<file path="src/hw/rtl/bbd_pkg.sv">
// ----------------------------------------------------------------------------
// bbd_pkg
// shared types, constants and the site colour function of the bilinear bayer demosaic
// ----------------------------------------------------------------------------
package bbd_pkg;

    localparam int SAMPLE_W = 16;
    localparam int POS_W    = 12;
    localparam int CFG_W    = 13;
    localparam int CFG_IDX_W = 2;

    localparam logic [CFG_IDX_W-1:0] CFG_BAYER_ORDER  = 2'd0;
    localparam logic [CFG_IDX_W-1:0] CFG_IMAGE_WIDTH  = 2'd1;
    localparam logic [CFG_IDX_W-1:0] CFG_IMAGE_HEIGHT = 2'd2;

    // colour codes
    localparam logic [1:0] COL_RED   = 2'd0;
    localparam logic [1:0] COL_GREEN = 2'd1;
    localparam logic [1:0] COL_BLUE  = 2'd2;

    // one classified pixel job between front and back
    typedef struct packed {
        logic [SAMPLE_W-1:0] red;
        logic [SAMPLE_W-1:0] green;
        logic [SAMPLE_W-1:0] blue;
        logic [POS_W-1:0]    row;
        logic [POS_W-1:0]    col;
        logic [POS_W-1:0]    brow;
        logic [POS_W-1:0]    bcol;
        logic                rowcopy;
        logic                colcopy;
    } t_job;

    // colour of a site: order, row parity, column parity
    function automatic logic [1:0] site_colour(input logic [1:0] order,
                                               input logic rp, input logic cp);
        logic [1:0] k;
        k = {rp, cp};
        unique case (order)
            2'd0: site_colour = (k == 2'd0) ? COL_RED  : (k == 2'd3) ? COL_BLUE  : COL_GREEN;
            2'd1: site_colour = (k == 2'd0) ? COL_BLUE : (k == 2'd3) ? COL_RED   : COL_GREEN;
            2'd2: site_colour = (k == 2'd1) ? COL_RED  : (k == 2'd2) ? COL_BLUE  : COL_GREEN;
            default: site_colour = (k == 2'd1) ? COL_BLUE : (k == 2'd2) ? COL_RED : COL_GREEN;
        endcase
    endfunction

endpackage

</file>
<file path="src/hw/rtl/bbd_queue.sv">
// ----------------------------------------------------------------------------
// bbd_queue
// small job fifo between front and back
// ----------------------------------------------------------------------------
module bbd_queue
    import bbd_pkg::*;
#(
    parameter int DEPTH = 8
) (
    input  logic i_clk,
    input  logic i_rst_n,
    input  logic i_push,
    input  t_job i_job,
    input  logic i_pop,
    output logic o_valid,
    output t_job o_job,
    output logic [$clog2(DEPTH+1)-1:0] o_count
);
    localparam int PW = $clog2(DEPTH);
    t_job r_mem [DEPTH];
    logic [PW-1:0] r_wp, r_rp;
    logic [$clog2(DEPTH+1)-1:0] r_cnt;

    always_ff @(posedge i_clk) begin
        if (i_push) r_mem[r_wp] <= i_job;
    end

    always_ff @(posedge i_clk) begin
        if (!i_rst_n) begin
            r_wp <= '0; r_rp <= '0; r_cnt <= '0;
        end else begin
            if (i_push) r_wp <= (r_wp == PW'(DEPTH-1)) ? '0 : r_wp + PW'(1);
            if (i_pop)  r_rp <= (r_rp == PW'(DEPTH-1)) ? '0 : r_rp + PW'(1);
            r_cnt <= r_cnt + (i_push ? 1'b1 : 1'b0) - (i_pop ? 1'b1 : 1'b0);
        end
    end

    assign o_valid = (r_cnt != '0);
    assign o_job   = r_mem[r_rp];
    assign o_count = r_cnt;
endmodule

</file>
<file path="config.mk">
export PLATFORM = sky130hd
export DESIGN_NAME = bbd_queue
export DESIGN_NICKNAME = d
export VERILOG_FILES = /design/src/hw/rtl/bbd_pkg.sv /design/src/hw/rtl/bbd_queue.sv
export SDC_FILE = /design/constraint.sdc
export NUM_CORES = 1
export LEC_CHECK = 0
export BUFFER_PORTS_ARGS = -buffer_cell sky130_fd_sc_hd__buf_4
export CAP_MARGIN = 10
export CORE_MARGIN = 5
export CORE_UTILIZATION = 60
export DETAILED_ROUTE_END_ITERATION = 8
export GPL_TIMING_DRIVEN = 1
export PLACE_DENSITY = 0.87
export SETUP_SLACK_MARGIN = 0.05
export SYNTH_ARGS = -nofsm -noshare
export SYNTH_HDL_FRONTEND = slang
export SYNTH_SLANG_ARGS = --single-unit
</file>
<file path="constraint.sdc">
create_clock -name i_clk -period 9.6 [get_ports i_clk]
set_input_delay 0 -clock i_clk [delete_from_list [all_inputs] [get_ports i_clk]]
set_output_delay 0 -clock i_clk [all_outputs]
set_load 0.01 [all_outputs]
</file>
Word level (Yosys, flattened, before mapping):

Memory sizes are Yosys's and may differ from the RTL's. A register that Yosys moved wholly into a read port is not among the register bits.
Index checks and enable logic that the tools add are counted.

* register bits: 10
* latch bits: 0
* memory bits (writable): 784
* bits in read-only memories: 0
* input port bits: 102
* output and inout port bits: 103
* word-level logic and storage cells: 19
* memories kept: 1

* $add $sub $neg: 4
* $mul: 0
* div/mod/pow operators: 0
* $lt $le $gt $ge: 0
* equality and inequality tests: 2
* shift operators: 0
* mux-type cells: 8
* bitwise gates (word level): 0
* reductions and logical operators: 1

Memory list
* r_mem: words 8, width 98, rd ports 1, clocked after memory_dff 1, write ports 1, RTL line bbd_queue.sv:20 `t_job r_mem [DEPTH];`

Operators by type and width (number)
* two-way mux 3 bit: 4
* adder 3 x 1 -> 3 bit (second input constant): 2
* equality test 3 bit (second input constant): 2
* adder 4 x 1 -> 4 bit: 1
* two-way mux 1 bit: 4
* nonzero test 4 bit: 1
* subtractor 4 x 1 -> 4 bit: 1

Logic depth before layout (Yosys ltp):

* depth in word-level cells: 4
* depth in mapped cells: 7
* gate-level depth less buffers: 7

Least setup slack after synthesis:

OpenSTA, ideal clock, no wires.

* kind: register to register
* start: register r_wp[0]
* end: memory r_mem[0][0] in the netlist's numbering (enable)
* library setup time: 675 ps
* arrival time: 7142 ps
* data required time: 8925 ps
* slack: 1783 ps
* stages on the path, launching flop included: 3
* path buffers: 0
* clock period less this slack: 7817 ps
* cells stage by stage: dfxtp_1 -> nand2b_1 -> nor3_1

RTL lines
* start, declared: RTL line bbd_queue.sv:21 `logic [PW-1:0] r_wp, r_rp;`
* start signal, assigned: RTL line bbd_queue.sv:32 `if (i_push) r_wp <= (r_wp == PW'(DEPTH-1)) ? '0 : r_wp + PW'(1);`
* end, declared: RTL line bbd_queue.sv:20

No word-level cell before the write port.

==> flow_summary.json <==
{
  "synth_area_um2": 30200,
  "fp-row-count": 82,
  "postRouteAntennaNets": 0,
  "firstDrtPassIters": 5,
  "cp_num_buf_inv": 2,
  "grt-busiest-layer": "met2",
  "hold_class": "in -> reg",
  "clock_sinks": 797,
  "layout.nets": 1670,
  "cts_inserted_buffers": 77,
  "root_buffer": "clkbuf_16",
  "port_buffers": 204,
  "ctsHoldBuffers": 102,
  "met1_usage": 0.315,
  "skew_ns": 0.0254,
  "overflow": 0,
  "finalWirelength_um": 61800,
  "p_leak_nw": 11.6,
  "worst_path_most_repeated_cell": "buf_4",
  "first_iter_violations": 1209,
  "cp_slowest_stage_delay_ns": 0.90,
  "crit_path_top_delay_cell": "buf_4",
  "die_x_um": 234,
  "wl_per_cell_um": 27.0,
  "grt_util_met2": 0.389,
  "hpwlAfterDp_um": 31900,
  "synth-warning-count": 0,
  "slew_violations": 0,
  "viasPerCell": 6.11,
  "place_area_um2": 32400,
  "finalSetupViolations": 0,
  "design_area_um2": 35800,
  "post-route-min-period_ns": 3.62,
  "clk_pin_slew_worst_paths_ns": 0.06,
  "synth_fp_nets": 1316,
  "clk_latency_ns": 0.61,
  "worstPathArrival_ns": 3.62,
  "grt_pass1_vias": 15000,
  "cts_tree": "built",
  "htree_levels": 3,
  "status": "finished, final reports clean",
  "cp_max_fo": 53,
  "grtUsageTotal": 0.231,
  "worst-setup-path-type": "reg -> out",
  "pin_count": 205,
  "total_power_mw": 7.33,
  "hold_slack_ns": 0.164,
  "peakVddDrop_uv": 172,
  "fin_crit_sh": 0.377,
  "antenna_found_initial": 4,
  "required_ns": 9.60,
  "fillers": 2708,
  "die_area_um2": 54800,
  "cp-start-kind": "flip-flop",
  "drcViolationCount": 0,
  "p_per_area_nw_per_um2": 205,
  "gp_congestion": 0.740,
  "syn_inst": 1204,
  "cts.path.max_buffers": 3,
  "worstHoldStart": "i_job[30]",
  "regToRegStartpoint": "r_wp[0]$_SDFFE_PN0P_",
  "fp.dieH_um": 234,
  "grt_max_degree": 77,
  "drive_gt1_frac": 0.381,
  "post_cts_buffers": 0,
  "path_cells": "buf_4, mux4_2, mux2_2, buf_4",
  "core_area_um2": 50000,
  "areaGrowthSynthToFinish_pct": 18.7,
  "postSynthAreaPerCell_um2": 25.0,
  "grt_pass1_wl_um": 93100,
  "rsz0062_at_grt": "false",
  "tightest_slew_ns": 1.13,
  "end_kind": "primary output",
  "ys_types": 28,
  "critical-path-top-delay-family": "buffers and inverters",
  "start_util": 0.604,
  "ys_seq_elements": 797,
  "cts_resized": 0,
  "drv_cap": 0,
  "fmax_ghz": 0.276,
  "slew_headroom": 0.249,
  "yosysSeqAreaShare": 0.789,
  "setup_tns_ns": 0,
  "finalHoldViolations": 0,
  "grt_util_met3": 0.0488,
  "vias": 14000
}
==> worst paths after layout <==
kind                             to  slack, ns  cells past startpoint
min          r_mem[3][30]$_DFFE_PP_       0.16                      2
min reg2reg               flip-flop       0.54                      2
max reg2reg  r_mem[4][78]$_DFFE_PP_       6.72                      4
max                       o_job[75]       5.98                      4
==> power breakdown <==
group / switching (mW) / total (mW) / internal [mW]
Combinational: 0.271 / 0.567 / 0.296
Clock: 1.21 / 2.83 / 1.62
Sequential: 0.0374 / 3.94 / 3.90
Total: 1.52 / 7.33 / 5.81
==> cell usage after synthesis <==
cell type,n,area (um2)
buf_1,7,26.3
o22ai_1,2,12.5
inv_1,8,30.0
nor3_1,2,10.0
buf_6,15,169
clkbuf_1,16,60.1
nor3b_1,1,7.51
fa_1,1,20.0
buf_2,16,80.1
mux2_2,98,1100
nor2_1,6,22.5
mux2i_1,3,30.0
mux4_1,22,578
nor2b_1,3,18.8
xor2_1,1,8.76
nand2_1,6,22.5
a21o_1,1,7.51
ha_1,9,113
buf_8,2,30.0
o21ai_0,1,5.00
edfxtp_1,784,23500
dfxtp_1,13,260
and2_1,6,37.5
o21a_1,1,7.51
a21oi_1,1,5.00
nand3_1,1,5.00
mux4_2,174,3920
nand2b_1,4,25.0
==> metrics by stage <==
stage	util	cells	worst slack, ns
detailed placement	0.649	2049	6.55
finish	0.716	2292	5.98
global placement	0.649	2049	6.54
global route	0.716	2289	5.66
CTS	0.716	2287	5.87
floorplan	-	1204	1.78
==> placed cells by master (no fill, tap or decap), types with 2 or more instances in the layout <==
master	synthesis	routed
bufinv_16	0	3
and2_1	6	6
nor2b_1	3	3
clkbuf_1	16	18
nand2b_1	4	4
dlygate4sd3_1	0	102
buf_4	0	229
clkinvlp_4	0	2
o22ai_1	2	2
clkinv_1	0	15
clkinv_2	0	17
mux2_2	98	98
clkbuf_16	0	81
mux2i_1	3	3
dfxtp_4	0	3
nor3_2	0	2
dfxtp_1	13	10
nor2_4	0	6
edfxtp_1	784	784
mux4_2	174	174
inv_1	8	8
ha_1	9	9
mux4_1	22	22
diode_2	0	5
nand2_1	6	6
==> cells by family after synthesis <==
group,Yosys count,synth area share
flip-flops,797,0.789
multiplexers,297,0.187
buffers and inverters,64,0.0131
AND/OR/NAND/NOR,29,0.00494
adder cells (fa/ha/maj),10,0.00440
AO/OA/AOI/OAI,6,0.00124
XOR/XNOR,1,0.000290
==> final cells by class <==
cell class | count | area [um2] | share of cell area
sequential | 797 | 23800 | 0.665
multi-input combinational | 343 | 6010 | 0.168
timing repair buffer | 331 | 2740 | 0.0766
clock buffer | 99 | 2090 | 0.0585
tap | 672 | 841 | 0.0235
clock inverter | 37 | 246 | 0.00689
inverter | 8 | 30.0 | 0.000839
antenna | 5 | 12.5 | 0.000350
==> registers in the layout, indices dropped and copies added, names as in the netlist, named ones only <==
| signal | flops |
|---|---|
| r_mem | 784 |
| r_rp | 3 |
| o_count | 4 |
| r_wp | 3 |
==> routing by layer <==
| layer | share of wire | vias up |
|---|---|---|
| met4 | 0.019 | 0 |
| met5 | 0 | - |
| li1 | - | 5881 |
| met1 | 0.39 | 7500 |
| met3 | 0.068 | 79 |
| met2 | 0.52 | 534 |
==> worst register-to-register path, stage by stage, from the launching register on <==
cell and delay [ns]:
dfxtp_1 0.34, nand2b_1 0.31, nor2_4 0.40, buf_4 0.55, buf_4 0.85
No activity file was read; power rests on OpenSTA's default activity.
