<file path="src/hw/rtl/bbd_pkg.sv">
// ----------------------------------------------------------------------------
// bbd_pkg
// shared types, constants and the site colour function of the bilinear bayer demosaic
// ----------------------------------------------------------------------------
package bbd_pkg;

    localparam int SAMPLE_W = 16;
    localparam int POS_W    = 12;
    localparam int CFG_W    = 13;
    localparam int CFG_IDX_W = 2;

    localparam logic [CFG_IDX_W-1:0] CFG_BAYER_ORDER  = 2'd0;
    localparam logic [CFG_IDX_W-1:0] CFG_IMAGE_WIDTH  = 2'd1;
    localparam logic [CFG_IDX_W-1:0] CFG_IMAGE_HEIGHT = 2'd2;

    // colour codes
    localparam logic [1:0] COL_RED   = 2'd0;
    localparam logic [1:0] COL_GREEN = 2'd1;
    localparam logic [1:0] COL_BLUE  = 2'd2;

    // one classified pixel job between front and back
    typedef struct packed {
        logic [SAMPLE_W-1:0] red;
        logic [SAMPLE_W-1:0] green;
        logic [SAMPLE_W-1:0] blue;
        logic [POS_W-1:0]    row;
        logic [POS_W-1:0]    col;
        logic [POS_W-1:0]    brow;
        logic [POS_W-1:0]    bcol;
        logic                rowcopy;
        logic                colcopy;
    } t_job;

    // colour of a site: order, row parity, column parity
    function automatic logic [1:0] site_colour(input logic [1:0] order,
                                               input logic rp, input logic cp);
        logic [1:0] k;
        k = {rp, cp};
        unique case (order)
            2'd0: site_colour = (k == 2'd0) ? COL_RED  : (k == 2'd3) ? COL_BLUE  : COL_GREEN;
            2'd1: site_colour = (k == 2'd0) ? COL_BLUE : (k == 2'd3) ? COL_RED   : COL_GREEN;
            2'd2: site_colour = (k == 2'd1) ? COL_RED  : (k == 2'd2) ? COL_BLUE  : COL_GREEN;
            default: site_colour = (k == 2'd1) ? COL_BLUE : (k == 2'd2) ? COL_RED : COL_GREEN;
        endcase
    endfunction

endpackage

</file>
<file path="src/hw/rtl/bbd_back.sv">
// ----------------------------------------------------------------------------
// bbd_back
// expands one job into the pixel and its border copies
// ----------------------------------------------------------------------------
module bbd_back
    import bbd_pkg::*;
(
    input  logic           i_clk,
    input  logic           i_rst_n,
    input  logic           i_job_valid,
    input  t_job           i_job,
    output logic           o_job_pop,
    output logic           o_valid,
    input  logic           i_ready,
    output logic [SAMPLE_W-1:0] o_red,
    output logic [SAMPLE_W-1:0] o_green,
    output logic [SAMPLE_W-1:0] o_blue,
    output logic [POS_W-1:0] o_row,
    output logic [POS_W-1:0] o_col,
    output logic           o_last
);
    logic [1:0] r_k;
    logic [1:0] nres;
    logic       take, last;
    logic       use_br, use_bc;

    assign nres = i_job.rowcopy && i_job.colcopy ? 2'd3 :
                  (i_job.rowcopy || i_job.colcopy) ? 2'd1 : 2'd0;
    assign last = (r_k == nres);
    assign take = i_job_valid && (!o_valid || i_ready);
    assign o_job_pop = take && last;

    // result k: 0 interior, then row copy, column copy, corner
    always_comb begin
        use_br = 1'b0; use_bc = 1'b0;
        unique case (r_k)
            2'd0: ;
            2'd1: begin use_br = i_job.rowcopy; use_bc = !i_job.rowcopy; end
            2'd2: use_bc = 1'b1;
            default: begin use_br = 1'b1; use_bc = 1'b1; end
        endcase
        if (r_k == 2'd2 && !i_job.rowcopy) use_bc = 1'b1;
        if (r_k == 2'd2) use_br = 1'b0;
    end

    always_ff @(posedge i_clk) begin
        if (take) begin
            o_red   <= i_job.red;
            o_green <= i_job.green;
            o_blue  <= i_job.blue;
            o_row   <= use_br ? i_job.brow : i_job.row;
            o_col   <= use_bc ? i_job.bcol : i_job.col;
            o_last  <= last;
        end
    end

    always_ff @(posedge i_clk) begin
        if (!i_rst_n) begin
            o_valid <= 1'b0;
            r_k <= '0;
        end else begin
            if (take) o_valid <= 1'b1;
            else if (i_ready) o_valid <= 1'b0;
            if (take) r_k <= last ? 2'd0 : r_k + 2'd1;
        end
    end
endmodule

</file>
<file path="config.mk">
export PLATFORM = sky130hd
export DESIGN_NAME = bbd_back
export DESIGN_NICKNAME = d
export VERILOG_FILES = /design/src/hw/rtl/bbd_pkg.sv /design/src/hw/rtl/bbd_back.sv
export SDC_FILE = /design/constraint.sdc
export NUM_CORES = 1
export LEC_CHECK = 0
export BUFFER_PORTS_ARGS = -buffer_cell sky130_fd_sc_hd__buf_2
export CAP_MARGIN = 5
export CORE_MARGIN = 1.5
export CORE_UTILIZATION = 40
export CTS_CLUSTER_DIAMETER = 40
export DETAILED_ROUTE_END_ITERATION = 12
export PLACE_DENSITY_LB_ADDON = 0.12
export RECOVER_POWER = 100
export SYNTH_ARGS = -nofsm -noshare
export SYNTH_HDL_FRONTEND = slang
export SYNTH_SLANG_ARGS = --single-unit
</file>
<file path="constraint.sdc">
create_clock -name i_clk -period 3.05 [get_ports i_clk]
set_input_delay 0.305 -clock i_clk [delete_from_list [all_inputs] [get_ports i_clk]]
set_output_delay 0.305 -clock i_clk [all_outputs]
set_load 0.03 [all_outputs]
</file>
### After elaboration in Yosys (flattened, before gate mapping)

Index checks and enable logic that the tools add are counted.

| storage, ports and cells | value |
|---|---|
| output and inout bits | 75 |
| flip-flop bits (word level) | 76 |
| logic and storage cells | 33 |

| cells by class | value |
|---|---|
| mux-type cells | 11 |
| reductions and logical operators | 10 |
| add/subtract/negate cells | 1 |
| eq/ne operators | 3 |

Operator list:

| cell | number |
|---|---|
| 2-to-1 mux 12 bit | 2 |
| 2-to-1 mux 1 bit | 5 |
| logical AND 1 bit | 4 |
| 2-to-1 mux 2 bit | 2 |
| one-hot mux 1 bit (2 select lines) | 2 |
| adder 2 x 1 -> 2 bit, second input constant | 1 |
| equality test 2 x 1 -> 1 bit, second input constant | 1 |
| equality test 2 bit | 1 |
| equality test 2 bit, second input constant | 1 |
| logical NOT 1 bit | 2 |
| logical NOT 2 bit | 1 |
| logical OR 1 bit | 2 |
| nonzero test 2 bit | 1 |

### Logic depth before layout (Yosys ltp)

Gate-level depths: netlist of run 1.

| depth | value |
|---|---|
| word-level depth | 5 |
| gate-level depth with buffers | 6 |

### Least setup slack after synthesis of run 1

OpenSTA, ideal clock, no wires.

| path | value |
|---|---|
| path type | register to register |
| start point | register o_valid |
| end point | register o_blue[0] (enable) |
| buffers on the path | 0 |
| stages on the path, launching flop included | 4 |
| clock period less this slack | 2483 ps |
| data arrival time | 2056 ps |
| slack | 567 ps |
| cell sequence | dfxtp_1 > nand2b_1 > nand2_1 > inv_1 |

| between the ends | value |
|---|---|
| word-level cells in the longest chain between the ends | 3 |

Ends and longest elaborated chain:

| item | line | source |
|---|---|---|
| start, declared | bbd_back.sv:13 | `output logic o_valid,` |
| start signal, assigned | bbd_back.sv:59 | `o_valid <= 1'b0;` |
| start signal, assigned | bbd_back.sv:62 | `if (take) o_valid <= 1'b1;` |
| start signal, assigned | bbd_back.sv:63 | `else if (i_ready) o_valid <= 1'b0;` |
| logical NOT 1 bit | bbd_back.sv:30 | `assign take = i_job_valid && (!o_valid \|\| i_ready);` |
| logical OR 1 bit | bbd_back.sv:30 |  |
| logical AND 1 bit | bbd_back.sv:30 |  |
| net take | bbd_back.sv:24 | `logic take, last;` |
| end signal, assigned | bbd_back.sv:50 | `o_blue <= i_job.blue;` |
| end, declared | bbd_back.sv:17 | `output logic [SAMPLE_W-1:0] o_blue,` |

The timed path passes the listed nets, and every way through them passes these cells.
A chain may end at the register's enable or synchronous reset.

### Worst setup path after layout of run 1

| path | value |
|---|---|
| start point | register r_k[1] |
| end point | register o_row[0], data pin |

| between the ends | value |
|---|---|
| word-level cells in the longest chain between the ends | 4 |
| elaborated cells on any way between the ends | 6 |
| classes of those cells | eq/ne (2); mux (3); reduce/logical (1) |

Ends and longest elaborated chain:

| item | line | source |
|---|---|---|
| start, declared | bbd_back.sv:22 | `logic [1:0] r_k;` |
| start signal, assigned | bbd_back.sv:64 | `if (take) r_k <= last ? 2'd0 : r_k + 2'd1;` |
| equality test 2 x 1 -> 1 bit or logical NOT 2 bit (tied branches) | bbd_back.sv:36 | `unique case (r_k)` |
| one-hot mux 1 bit (2 select lines) | bbd_back.sv:36 |  |
| 2-to-1 mux 1 bit * | bbd_back.sv:43 | `if (r_k == 2'd2) use_br = 1'b0;` |
| 2-to-1 mux 12 bit * | bbd_back.sv:51 | `o_row <= use_br ? i_job.brow : i_job.row;` |
| end signal, assigned | bbd_back.sv:51 |  |
| end, declared | bbd_back.sv:18 | `output logic [POS_W-1:0] o_row,` |

Mark *: on every way between the ends. The rest lies on a longest branch, timed or not.

==> results.toml, run 1 <==
[status]
status = "complete, but fails checks"
violations = "max-capacitance violations, max-slew violations"

[setup_path]
r2r-start = "r_k[1]"
cp.arrival_ns = 2.38
end_kind = "register"
critPathKind = "register to register"
worstPathMaxFanout = 12
r2r_slack_ns = 0.76
start_kind = "register"
required_ns = 3.14
r2r_cells = 5
r2r_end = "o_row[0]"

[power_and_ir_drop]
leakagePower_nw = 1.53
irDropWorstVdd_uv = 256
powerDensity_nw_per_um2 = 657

[logic_synthesis]
ys_warn_count = 0
synth_fa_ha_area_share_pct = 1.34
synth_edf_count = 73
synth_common_cells = "edfxtp_1 (73), mux2_2 (14), mux2_4 (10)"
synth.most_common_cell = "edfxtp_1"
netlist.area_leader.share_pct = 78.3
async_flop_share_pct = 0
ys_ff_latch = 76
synth_xor_area_share_pct = 0.313
synthCells = 132
synth-main-ff-cell = "edfxtp_1"
yosys.area.top_type = "edfxtp_1"
synth.cell_area_sq_um = 2800
synth_compound_area_share_pct = 2.23
synthMuxAreaShare_pct = 11.0
syn_avg_cell_area_sq_um = 21.2
synth_area_leaders = "edfxtp_1 (78%), mux2_2 (5.6%), mux2_4 (5.4%)"
synth-simple-area-share_pct = 2.90
synth.net_count = 237
synth_top_family_by_area = "multiplexers"
ys_seq_area_share_pct = 80.4
synth_cell_types = 25

[flow_run]
cap_violations = 1

[die]
rows = 30
die_area_sq_um = 7510
die_h_um = 86.7
ioPinCount = 177
core_sq_um = 6790
dieWidth_um = 86.7
start_util_pct = 41.2

[clock_network]
cts_max_level = 3
post_cts_buffers = 0
cts_max_path_buffers = 2
numCtsBuffers = 9
ctsResizeCount = 0
clk_pin_slew_ns = 0.09
cts_tree = "done"
cts-root-buf = "clkbuf_8"
clock_latency_ns = 0.34
clock-sinks = 76
holdBufCountCts = 0

[timing]
whs_ns = 0.129
fin_skew_ns = 0.00769
setup_violations = 0
fin_crit_ns = 2.29
hold_viol = 0
period_share_pct = 75.0
setup-tns-final_ns = 0
slew_headroom_pct = -8.82
rsz0062_at_grt = "false"
drv_slew = 32
worst_pin_slew_ns = 1.63
fmax_ghz = 0.437

[placed_design]
place_inst = 404
place_congestion = 0.728
dp_hpwl_um = 4310
port_buffers = 176

[hold_path]
worstHoldPathCells = 1
hold_path_startpoint = "i_job[52]"
hold_end = "o_blue[2]"
min_path_type = "input port to register"

[routing]
wl_per_cell_um = 13.9
drc_errors = 0
drt_iter0_drc = 78
first_pass_iters = 5
post_drt_via_cell_ratio = 4.38
routed-via-count = 1841
wl_um = 5820
ant_nets = 0

[layout]
instances_no_fill = 420
drive_gt1_share_pct = 42.6
area_growth_pct = 38.8
nets = 424
antenna_cells = 0

[global_routing]
grt_use_total_pct = 14.9
grt_overflow = 0
first_global_vias = 1707
grt_pass1_wl_um = 8110
antenna_found_initial = 0
grt_max_degree = 43
power breakdown:
group          switching, W  leakage [nW]  total, W  internal [W]
Clock              0.000381         0.124  0.000930      0.000549
Sequential        0.0000192         0.731   0.00126       0.00124
Combinational      0.000245         0.672  0.000369      0.000124
Total              0.000646          1.53   0.00255       0.00191
cell type report:
cell class / instances / area (sq um)
Clock buffer: 9 / 124
Clock inverter: 7 / 121
Fill cell: 635 / 2910
Inverter: 5 / 18.8
Multi-Input combinational cell: 49 / 454
Sequential cell: 76 / 2250
Tap cell: 96 / 120
Timing Repair Buffer: 178 / 796
worst max-delay path by stage:
stage / cells after the start / slack, ns / to / from
floorplan: 3 / 0.57 / o_blue[0] / o_valid
global placement: 5 / 0.99 / o_row[11] / r_k[1]
detailed placement: 5 / 0.94 / o_row[11] / r_k[1]
CTS: 5 / 0.93 / o_row[0] / r_k[1]
global route: 5 / 0.63 / o_row[0] / r_k[1]
finish: 5 / 0.76 / o_row[0] / r_k[1]
stage by stage:
stage | util [%] | setup WS [ns] | power (W) | instance area, sq um
3_5_place_dp | 55.7 | 0.936 | 0.00169 | 3780
6_report | 57.2 | 0.762 | 0.00255 | 3890
3_3_place_gp | 55.7 | 0.990 | 0.00168 | 3780
5_1_grt | 57.2 | 0.632 | 0.00265 | 3890
2_1_floorplan | - | 0.567 | 0.00156 | 2800
4_1_cts | 59.3 | 0.928 | 0.00262 | 4030
critical path: stages, from the launching register on:
cell	delay (ns)
dfxtp_1	0.43
inv_1	0.09
ha_1	0.22
or2_2	0.30
a21oi_2	0.60
mux2_2	0.41
kinds of logic (layout without fill, tap and decap cells):
kind of cell / count (synthesis) / count (layout)
flip-flops: 76 / 76
AO/OA/AOI/OAI: 7 / 7
multiplexers: 24 / 24
buffers and inverters: 7 / 199
adder cells (fa/ha/maj): 3 / 3
XOR/XNOR: 1 / 1
AND/OR/NAND/NOR: 14 / 14
cells in the final DEF (no fill, tap or decap), drive strengths merged:
cell    count
mux2       24
buf       101
a211oi      1
nor2        2
xor2        1
bufinv      3
a32o        1
or2         1
o21ai       1
a21boi      1
and4        1
dfxtp       3
nand2b      1
inv         6
nand2       3
clkinv      3
o21a        1
a21oi       2
nor2b       2
edfxtp     73
nor3        2
nor4        2
ha          3
clkbuf     86
layer usage:
| layer | GRT usage [%] | vias to the layer above | wire (um) |
|---|---|---|---|
| met5 | 0 | - | 0 |
| met4 | 8.80 | 0 | 124 |
| met3 | 4.48 | 13 | 486 |
| met2 | 25.2 | 101 | 2960 |
| met1 | 16.5 | 841 | 2250 |
| li1 | - | 886 | - |
sequential cells by signal (all words and copies together), names as in the netlist:
signal   flops
o_blue      16
o_col       12
o_green     16
o_last       1
o_red       16
o_row       12
o_valid      1
r_k          2
Power figures use the tool's default switching activity.
==> inputs of run 2 (changes only) <==
--- a/config.mk
+++ b/config.mk
@@ -5,10 +5,11 @@
 export SDC_FILE = /design/constraint.sdc
 export NUM_CORES = 1
 export LEC_CHECK = 0
+export ABC_AREA = 1
 export BUFFER_PORTS_ARGS = -buffer_cell sky130_fd_sc_hd__buf_2
 export CAP_MARGIN = 5
 export CORE_MARGIN = 1.5
-export CORE_UTILIZATION = 40
+export CORE_UTILIZATION = 38
 export CTS_CLUSTER_DIAMETER = 40
 export DETAILED_ROUTE_END_ITERATION = 12
 export PLACE_DENSITY_LB_ADDON = 0.12
==> constraint.sdc (replaced) <==
create_clock -name i_clk -period 1.9 [get_ports i_clk]
set_input_delay 0.19 -clock i_clk [delete_from_list [all_inputs] [get_ports i_clk]]
set_output_delay 0.19 -clock i_clk [all_outputs]
set_load 0.03 [all_outputs]
==> run 2 against run 1 <==
Net effect:
- synthesized area increased by 0.89%
- register-to-register slack lost 0.49 ns
- global-route usage increased by 0.23 points
- cell count is 15% higher
- routed wire length rose by 9.1%
- final area rose by 1.7%
- sequential share of layout area fell by 0.95 points
- clock power is 61% higher
- via count rose by 14%
- flip-flop and latch count did not move
- the run now ends clean
- non-clock buffer count is 3 higher
==> results.toml, run 2 <==
[status]
status = "finished, final reports clean"

[setup_path]
end_kind = "output pin"
worstPathMaxFanout = 4
crit_path_start = "r_k[1]"
critPathKind = "register to output pin"
r2r-start = "r_k[0]"
start_kind = "register"
cp.arrival_ns = 1.49
required_ns = 1.71

[layout]
stdcell_area_sq_um = 3950
drive_gt1_share_pct = 33.5
layout_common_cells = "buf_2 (101), clkbuf_1 (74), edfxtp_1 (73)"
final_util_pct = 54.8
area_growth_pct = 39.9
nets = 482
fill_cells = 689
mostFrequentLayoutCell = "buf_2"
seq_area_sq_um = 2250
multi_input_area_sq_um = 432
antenna_cells = 0
reg.largest.list = "o_blue: 16 flops, o_green: 16 flops, o_red: 16 flops"

[logic_synthesis]
ys_warn_count = 0
async_flop_share_pct = 0
syn_avg_cell_area_sq_um = 14.9
netlist.area_leader.share_pct = 77.6
synth_common_cells = "edfxtp_1 (73), nand2_1 (49), inv_1 (19)"
synthCells = 190
synth_cell_types = 17
ys_ff_latch = 76
ys_seq_area_share_pct = 79.7
synth.most_common_cell = "edfxtp_1"
yosys.area.top_type = "edfxtp_1"
synth-main-ff-cell = "edfxtp_1"
synth_area_leaders = "edfxtp_1 (78%), nand2_1 (6.5%), o21ai_2 (3.1%)"
synth.cell_area_sq_um = 2830
synth.net_count = 295
synth_edf_count = 73

[routing]
drc_errors = 0
route.met2.wl_um = 3080
routed-via-count = 2096
top_layer_used = "met4"
drt_iter0_drc = 59
post_drt_via_cell_ratio = 4.36
wl_um = 6360
wl_met3_um = 543
ant_nets = 0
wl_met1_um = 2570
first_pass_iters = 4
wl_per_cell_um = 13.2

[timing]
slew_headroom_pct = 66.2
drv_slew = 0
fin_skew_ns = 0.00910
worst_pin_slew_ns = 0.507
fin_ws_ns = 0.215
rsz0062_at_grt = "false"
fmax_ghz = 0.594
setup_violations = 0
period_share_pct = 88.7
hold_viol = 0
fin_crit_ns = 1.68

[flow_run]
cap_violations = 0

[hold_path]
hold_path_startpoint = "i_job[86]"
min_path_type = "input port to register"

[placed_design]
place_area_sq_um = 3870
port_buffers = 176
dp_hpwl_um = 4680
place_congestion = 0.877
pre_cts_ws_ns = 0.320

[die]
ioPinCount = 177
die_h_um = 89.2
die_area_sq_um = 7960
core_sq_um = 7210
rows = 31
dieWidth_um = 89.2
start_util_pct = 39.2

[global_routing]
antenna_found_initial = 0
grt_use_total_pct = 15.1
grt_max_degree = 38
first_global_vias = 1840
grt_pass1_wl_um = 8870
grt_overflow = 0

[power_and_ir_drop]
irDropWorstVdd_uv = 441
powerDensity_nw_per_um2 = 1080
leakagePower_nw = 1.69

[clock_network]
cts_tree = "done"
cts-root-buf = "clkbuf_8"
clock-sinks = 76
clock_latency_ns = 0.34
cts_max_level = 3
cts_max_path_buffers = 2
numCtsBuffers = 9
holdBufCountCts = 0
post_cts_buffers = 0
clk_pin_slew_ns = 0.08
ctsResizeCount = 0
==> run 2: final timing paths <==
kind,cells past startpoint,slack (ns),end
hold reg to reg,2,0.54,o_valid
setup reg to reg,6,0.27,o_row[2]
hold / removal,1,0.02,o_red[4]
setup / recovery,7,0.22,o_job_pop
==> run 2: layer usage <==
metal | vias up | track usage [%]
li1 | 1033 | -
met1 | 950 | 18.4
met2 | 99 | 24.6
met3 | 14 | 4.16
met4 | 0 | 7.69
met5 | - | 0
==> run 2: cell type report <==
type                       instances  area share (%)
inverter                          19            1.84
clock inverter                     7            3.07
clock buffer                       9            3.13
sequential                        76            57.0
tap                               99            3.13
timing repair buffer             181            20.9
multi-input combinational         90            10.9
==> run 2: where the power goes <==
| part | switching (W) | total (W) | internal, W |
|---|---|---|---|
| clock network | 0.000611 | 0.00150 | 0.000885 |
| logic | 0.000517 | 0.000718 | 0.000201 |
| registers | 0.0000350 | 0.00205 | 0.00201 |
| total | 0.00116 | 0.00426 | 0.00310 |
==> run 2: per-stage QoR <==
step | hold slack [ns] | setup TNS (ns) | total power [W] | cells
2_1_floorplan | 0.289 | -7.08 | 0.00261 | 190
3_3_place_gp | 0.367 | 0 | 0.00287 | 465
3_5_place_dp | 0.368 | 0 | 0.00288 | 465
4_1_cts | 0.00305 | 0 | 0.00438 | 481
5_1_grt | 0.00175 | 0 | 0.00445 | 481
6_report | 0.0224 | 0 | 0.00426 | 481
==> run 2: kinds of logic (layout without fill, tap and decap cells) <==
| kind of cell | after synthesis | in the layout | synth area share (%) |
|---|---|---|---|
| buffers and inverters | 24 | 216 | 4.12 |
| AOI/OAI and AO/OA | 16 | 16 | 4.52 |
| and+or+nand+nor | 71 | 71 | 10.3 |
| adders and majority gates | 3 | 3 | 1.33 |
| DFF | 76 | 76 | 79.7 |
==> run 2: critical path, stage by stage (launching register included) <==
cell,delay [ns]
dfxtp_1,0.36
inv_1,0.10
nand3_1,0.09
nand2_1,0.06
inv_1,0.05
nand2_1,0.05
nor2_1,0.20
clkbuf_2,0.25
==> inputs of run 3 (changes only) <==
--- a/config.mk
+++ b/config.mk
@@ -9,10 +9,11 @@
 export BUFFER_PORTS_ARGS = -buffer_cell sky130_fd_sc_hd__buf_2
 export CAP_MARGIN = 5
 export CORE_MARGIN = 1.5
-export CORE_UTILIZATION = 38
+export CORE_UTILIZATION = 40
+export CTS_BUF_LIST = sky130_fd_sc_hd__clkbuf_4
 export CTS_CLUSTER_DIAMETER = 40
 export DETAILED_ROUTE_END_ITERATION = 12
-export PLACE_DENSITY_LB_ADDON = 0.12
+export PLACE_DENSITY_LB_ADDON = 0.08
 export RECOVER_POWER = 100
 export SYNTH_ARGS = -nofsm -noshare
 export SYNTH_HDL_FRONTEND = slang
==> run 3 against run 2 <==
Net effect:
- final area up 9.8%
- flip-flop and latch count stayed put
- register-to-register slack worse by 0.13 ns
- critical path depth fell by 3
- utilization rose by 9.1 points
- critical path type is now register to register
- critical endpoint is now o_red[13]
- highest routed layer unchanged
==> results.toml, run 3 (synthesis results as in run 2) <==
[global_routing]
grt_overflow = 0
grt_max_degree = 45
grt_use_total_pct = 17.9
first_global_vias = 2194
antenna_found_initial = 0
grt_pass1_wl_um = 10100

[layout]
mostFrequentLayoutCell = "buf_2"
layout_common_cells = "buf_2 (102), clkbuf_1 (74), edfxtp_1 (73)"
area_growth_pct = 53.6
antenna_cells = 0
fill_cells = 608
stdcell_area_sq_um = 4340
reg.largest.list = "o_blue: 16 flops, o_green: 16 flops, o_red: 16 flops"
instances_no_fill = 527
drive_gt1_share_pct = 29.9
nets = 531

[clock_network]
clock-sinks = 76
cts_max_path_buffers = 2
numCtsBuffers = 9
cts-root-buf = "clkbuf_4"
clk_pin_slew_ns = 0.14
clock_latency_ns = 0.41
cts_tree = "done"
cts_max_level = 3

[die]
core_sq_um = 6790
ioPinCount = 177
die_area_sq_um = 7580
rows = 30
dieWidth_um = 87.0
die_h_um = 87.0
start_util_pct = 41.6

[power_and_ir_drop]
irDropWorstVdd_uv = 393
powerDensity_nw_per_um2 = 896
leakagePower_nw = 1.85

[setup_path]
crit_family = "buffers and inverters"
cp_slowest_cell = "buf_2"
required_ns = 1.94
worstPathMaxFanout = 44
start_kind = "register"
cpPeakStageDelay_ns = 0.75
cp_num_buf_inv = 2
end_kind = "register"
cp_cell_sequence = "nand2_4 -> nand2_2 -> clkinvlp_2 -> buf_2"
cp.arrival_ns = 1.80
critPathKind = "register to register"

[timing]
worst_pin_slew_ns = 0.978
drv_slew = 0
hold_viol = 0
period_share_pct = 92.6
fin_ws_ns = 0.141
fin_crit_ns = 1.76
setup_violations = 0
fin_skew_ns = 0.0154
slew_headroom_pct = 34.8
rsz0062_at_grt = "false"
whs_ns = 0.0291
setup-tns-final_ns = 0
fmax_ghz = 0.568

[routing]
wl_per_cell_um = 13.1
first_pass_iters = 4
drc_errors = 0
drt_iter0_drc = 92
wl_um = 6930
routed-via-count = 2289
ant_nets = 0
post_drt_via_cell_ratio = 4.34

[hold_path]
min_path_type = "input port to register"

[placed_design]
pre_cts_ws_ns = 0.322
place_congestion = 0.816
dp_hpwl_um = 4600
port_buffers = 176
place_area_sq_um = 3850
place_inst = 462

[flow_run]
cap_violations = 0

[status]
status = "finished, final reports clean"
[run 3: repair_timing]
item                                    CTS  global route
endpoints found under the setup margin    0             0
hold buffers                             49             0
hold endpoints to repair                 50             0
buffers inserted                          0             0
resized for setup                         0             0
[run 3: path summary, 6_finish.rpt]
path         startpoint   endpoint  slack, ns  cells past startpoint
max             o_valid  o_red[13]       0.14                      4
max reg2reg     o_valid  o_red[13]       0.14                      4
min reg2reg     o_valid    o_valid       0.55                      2
min           i_job[45]   o_row[7]       0.03                      3
[run 3: layer usage]
metal	vias up	part of all wire [%]	track usage, %
met4	0	3.7	10.6
li1	1134	-	-
met2	116	47	29.7
met1	1015	41	20.1
met5	-	0	0
met3	24	8.2	5.78
[run 3: power breakdown]
group,internal [W],switching [W]
Combinational,0.000266,0.000531
Sequential,0.00201,0.0000385
Clock,0.000421,0.000621
[run 3: through the flow]
stage	util (%)	power (W)
after CTS	66.2	0.00399
after detailed placement	56.7	0.00287
after global routing	63.9	0.00407
after global placement	56.7	0.00286
final	63.9	0.00389
after floorplan	-	0.00261
[run 3: area by class of cell]
class | count | area [sq um] | share of cell area [%]
flip-flops and latches | 76 | 2250 | 51.9
repair buffers | 230 | 1310 | 30.2
multi-input cells | 90 | 434 | 10.0
well taps | 96 | 120 | 2.77
clock inverters | 7 | 82.6 | 1.90
inverters | 19 | 72.6 | 1.67
clock buffers | 9 | 67.6 | 1.56
[run 3: worst reg2reg max path, stage by stage (launching register included)]
cell        delay [ns]
dfxtp_1           0.36
nand2_4           0.08
nand2_2           0.09
clkinvlp_2        0.09
buf_2             0.75
